==> src/rtl/tcisd_pkg.sv <==
// Shared types and constants of the twin circle island signed distance block.
// No dependencies; every other file imports this package.
package tcisd_pkg;

    localparam int COORD_WIDTH_DEF = 32;
    localparam int FIELD_W         = 32;
    localparam int CFG_IDX_W       = 3;
    localparam int CFG_DATA_W      = 64;
    localparam int RADIUS_W        = 31;
    localparam int DIST_W          = 35;
    localparam int NUM_LANES       = 3;

    typedef enum logic [CFG_IDX_W-1:0] {
        REG_CENTER_A = 3'd0,
        REG_RADIUS_A = 3'd1,
        REG_CENTER_B = 3'd2,
        REG_RADIUS_B = 3'd3,
        REG_CENTER_C = 3'd4,
        REG_RADIUS_C = 3'd5,
        REG_INVERT   = 3'd6
    } t_cfg_reg;

    typedef struct packed {
        logic [NUM_LANES-1:0][CFG_DATA_W-1:0] center;
        logic [NUM_LANES-1:0][RADIUS_W-1:0]   radius;
        logic                                 invert;
    } t_cfg;

endpackage

==> src/rtl/tcisd_combine.sv <==
// Back stages: radius offsets, union and island selection, sign and saturation.
// Depends on tcisd_pkg.
module tcisd_combine import tcisd_pkg::*; #(
    parameter int COORD_WIDTH = COORD_WIDTH_DEF
) (
    input  logic                      i_clk,
    input  logic                      i_rst_n,
    input  logic                      i_valid,
    output logic                      o_ready,
    input  logic [COORD_WIDTH:0]      i_root [NUM_LANES],
    input  t_cfg                      i_cfg,
    output logic                      o_valid,
    input  logic                      i_ready,
    output logic signed [FIELD_W-1:0] o_dist
);
    localparam int W = COORD_WIDTH;
    localparam logic signed [DIST_W-1:0] LIM_HI = DIST_W'((64'sd1 <<< (W - 1)) - 64'sd1);
    localparam logic signed [DIST_W-1:0] LIM_LO = -LIM_HI - DIST_W'(1);

    logic [2:0]               r_v;
    logic [2:0]               w_rdy;
    logic signed [DIST_W-1:0] w_root [NUM_LANES];
    logic signed [DIST_W-1:0] w_rad  [NUM_LANES];
    logic signed [DIST_W-1:0] r_da;
    logic signed [DIST_W-1:0] r_db;
    logic signed [DIST_W-1:0] r_dc;
    logic signed [DIST_W-1:0] n_d;
    logic signed [DIST_W-1:0] r_d;
    logic signed [DIST_W-1:0] n_sat;
    logic signed [FIELD_W-1:0] r_out;

    assign w_rdy[2] = !r_v[2] || i_ready;
    assign w_rdy[1] = !r_v[1] || w_rdy[2];
    assign w_rdy[0] = !r_v[0] || w_rdy[1];
    assign o_ready  = w_rdy[0];
    assign o_valid  = r_v[2];
    assign o_dist   = r_out;

    always_comb begin
        for (int l = 0; l < NUM_LANES; l++) begin
            w_root[l] = $signed(DIST_W'(i_root[l]));
            w_rad[l]  = $signed(DIST_W'(i_cfg.radius[l]));
        end
    end

    always_comb begin
        n_d = (r_da < r_db) ? r_da : r_db;
        if (n_d < 0 && r_dc > n_d) begin
            n_d = r_dc;
        end
        if (i_cfg.invert) begin
            n_d = -n_d;
        end
    end

    always_comb begin
        if (r_d > LIM_HI) begin
            n_sat = LIM_HI;
        end else if (r_d < LIM_LO) begin
            n_sat = LIM_LO;
        end else begin
            n_sat = r_d;
        end
    end

    always_ff @(posedge i_clk) begin
        if (!i_rst_n) begin
            r_v <= '0;
        end else begin
            if (w_rdy[0]) r_v[0] <= i_valid;
            if (w_rdy[1]) r_v[1] <= r_v[0];
            if (w_rdy[2]) r_v[2] <= r_v[1];
        end
    end

    always_ff @(posedge i_clk) begin
        if (w_rdy[0]) begin
            r_da <= w_root[0] - w_rad[0];
            r_db <= w_root[1] - w_rad[1];
            r_dc <= w_rad[2] - w_root[2];
        end
        if (w_rdy[1]) begin
            r_d <= n_d;
        end
        if (w_rdy[2]) begin
            r_out <= FIELD_W'(n_sat);
        end
    end
endmodule

==> config.mk <==
export PLATFORM = sky130hd
export DESIGN_NAME = tcisd_combine
export DESIGN_NICKNAME = d
export VERILOG_FILES = /design/src/rtl/tcisd_pkg.sv /design/src/rtl/tcisd_combine.sv
export SDC_FILE = /design/constraint.sdc
export NUM_CORES = 1
export LEC_CHECK = 0
export ABC_AREA = 1
export ABC_CLOCK_PERIOD_IN_PS = 9250
export BUFFER_PORTS_ARGS = -buffer_cell sky130_fd_sc_hd__buf_2
export CAP_MARGIN = 25
export CORE_MARGIN = 1
export CORE_UTILIZATION = 50
export CTS_CLUSTER_SIZE = 8
export DETAILED_ROUTE_END_ITERATION = 16
export GPL_TIMING_DRIVEN = 0
export PLACE_DENSITY = 0.77
export SYNTH_ARGS = -nofsm -noshare
export SYNTH_HDL_FRONTEND = slang
export SYNTH_SLANG_ARGS = --single-unit
==> constraint.sdc <==
create_clock -name i_clk -period 9.25 [get_ports i_clk]
set_clock_uncertainty 0.05 [all_clocks]
set_input_delay 0.925 -clock i_clk [delete_from_list [all_inputs] [get_ports i_clk]]
set_output_delay 0.925 -clock i_clk [all_outputs]
set_load 0.01 [all_outputs]
==> metrics.yaml <==
status:
  status: "finished clean"
critical_path:
  cp_common_cell: "nand2_1"
  start_kind: "register"
  crit_fanout: 10
  slowest_stage: "edfxtp_1"
  cp.arrival_ps: 6800
  crit_type: "register to register"
  end_kind: "register"
  worstPathRequired_ps: 9410
  slowest_delay_ps: 480
sta:
  finalSetupViolCount: 0
  drv_slew: 0
  hold_viol: 0
  fmax_mhz: 151
  worst_slew_pin_slew_ps: 682
  period_share_pct: 71.7
  layout_min_cycle_time_ps: 6630
  rsz0062_at_grt: "false"
  slew_headroom_pct: 54.1
  whs_ps: 445
  fin_tns_setup_ps: 0
placement:
  dpl.hpwl_um: 35900
  place.gp.congestion: 0.944
  port_buffers: 229
pwr:
  p_leak_uw: 0.00937
  ir_drop_mv: 0.141
  p_per_area_nw_per_um2: 211
clock_tree:
  clock_latency_ps: 460
  numCtsBuffers: 17
  cts_tree: "done"
  clock_sinks: 172
  cts_setup_buffers: 0
  ctsResizeCount: 0
  clockRootBuffer: "clkbuf_16"
  cts_htree_levels: 4
  hold_buffers: 0
  clkTransAtPathRegs_ps: 80
  cts_buffer_depth: 2
drt:
  post_drt_wl_per_cell_um: 15.8
  vias_per_cell: 5.21
  routed_wl_um: 43000
  drt_iter0_drc: 1042
  drt_pre_antenna_iters: 6
  antenna_left: 0
  vias: 14136
  route.detailed.drc: 0
floorplanning:
  die-area_um2: 31300
  fp.dieW_um: 177
  row_count: 63
  die_height_um: 177
  initial_core_util_pct: 51.1
  core_um2: 29900
  ioPinCount: 423
cells_and_area:
  n_antenna_cell: 0
  drive_gt1_share_pct: 14.3
  syn2layout_area_growth_pct: 15.4
  nets: 2865
run:
  maxCapViolCount: 0
grt:
  antenna_found_initial: 1
  grt_pass1_wl_um: 67000
  gr-usage-all-layers_pct: 27.7
  grt_max_degree: 69
  grt.overflow.total: 0
  grt_pass1_vias: 13249
synthesis:
  syn_inst: 2061
  netlist_top_cells_count: "nand2_1, inv_1, edfxtp_1, ha_1, a21oi_1"
  netlist.area_leader.share_pct: 33.2
  synth.area.top_cells: "edfxtp_1, nand2_1, ha_1, inv_1, xor2_1"
  async_flop_share_pct: 0
  synth.cell_area_um2: 15300
  syn-num-nets: 2614
  ys_seq_area_share_pct: 33.6
  synthDistinctLibCells: 46
  synth.avg_cell_area_um2: 7.41
  synth_top_cell_by_area: "edfxtp_1"
  yosysMostFrequentCell: "nand2_1"
  ys.flop_type: "edfxtp_1"
  synth-edff-count: 169
  ys_ff_latch: 172
  ys_warn_count: 0
worst_hold_path:
  hp-class: "register to register"
==> power by group <==
| part | switching (uW) | total, uW | internal, uW | leakage, uW |
|---|---|---|---|---|
| sequential | 114 | 1260 | 1140 | 0.00179 |
| combinational | 1100 | 1700 | 601 | 0.00728 |
| clock | 392 | 767 | 375 | 0.000302 |
| total | 1610 | 3730 | 2120 | 0.00937 |
==> final timing paths <==
| check | from | endpoint | slack [ps] | cells past startpoint |
|---|---|---|---|---|
| setup reg to reg | r_db[33]$_DFFE_PP_ | r_d[34]$_DFFE_PP_ | 2620 | 36 |
| hold / removal | r_v[1]$_SDFFE_PN0P_ | r_v[2]$_SDFFE_PN0P_ | 440 | 2 |
| hold reg to reg | r_v[1]$_SDFFE_PN0P_ | r_v[2]$_SDFFE_PN0P_ | 440 | 2 |
| setup / recovery | r_db[33]$_DFFE_PP_ | r_d[34]$_DFFE_PP_ | 2620 | 36 |
==> through the flow <==
stage	power, uW	cell area [um^2]	utilization (%)	worst slack [ps]	instances
floorplan	2420	15300	-	4160	2061
finish	3730	17600	59.0	2620	2715
global placement	2900	16900	56.6	2590	2680
detailed placement	2940	17000	56.9	2810	2683
global route	4000	17600	59.0	2380	2715
CTS	3710	17600	59.0	2760	2715
==> area by class of cell <==
cell class              count  area (um^2)
fillers                  2763        12200
clock buffers              17          425
clock inverters            15          206
flip-flops and latches    172         5130
inverters                 365         1370
well taps                 390          488
plain buffers              41          255
multi-input cells        1483         8520
repair buffers            232         1230
==> cells in the final DEF, fill, tap and decap left out, types with 8 or more instances in the layout <==
master and count:
nand2_2 21, nor3_1 9, nor2_2 10, nand4_1 62
a21oi_1 132, inv_1 361, clkbuf_1 16, o21bai_1 10
a31oi_1 20, nand2_1 622, xor2_1 81, nand3_1 51
a21boi_0 9, edfxtp_1 169, buf_6 8, o21ai_0 59
xnor2_1 32, buf_2 238, ha_1 161, clkbuf_16 17
nor2_1 131, o21ai_1 16, a21o_1 11
==> metal layers <==
metal	wire [um]	vias to the layer above	global-route usage [%]
li1	-	7202	-
met1	19400	6331	36.9
met2	19800	529	46.5
met3	2570	72	3.09
met4	1220	2	9.41
met5	12	-	0
==> flip-flops by register name (all words and copies together) (netlist names) <==
| signal | count |
|---|---|
| r_dc | 34 |
| r_d | 35 |
| r_da | 34 |
| r_db | 34 |
| r_v | 3 |
| o_dist | 32 |
==> critical path: cells and delay by family (launching register included) <==
family          cells  cell delay (ps)
compound gates      2              550
fa+ha+maj           3              980
buf+inv             8             1040
flops               1              480
simple gates       23             3280
==> cell families (layout without fill, tap and decap cells) <==
| group | count (synthesis) | after routing | synth area share [%] |
|---|---|---|---|
| AND/OR/NAND/NOR | 929 | 929 | 25.6 |
| AO/OA/AOI/OAI | 277 | 277 | 10.1 |
| adder cells (fa/ha/maj) | 164 | 164 | 13.6 |
| XOR/XNOR | 113 | 113 | 6.48 |
| flip-flops | 172 | 172 | 33.6 |
| buffers and inverters | 406 | 670 | 10.6 |
Note: power is estimated with default switching activity, not from simulation.
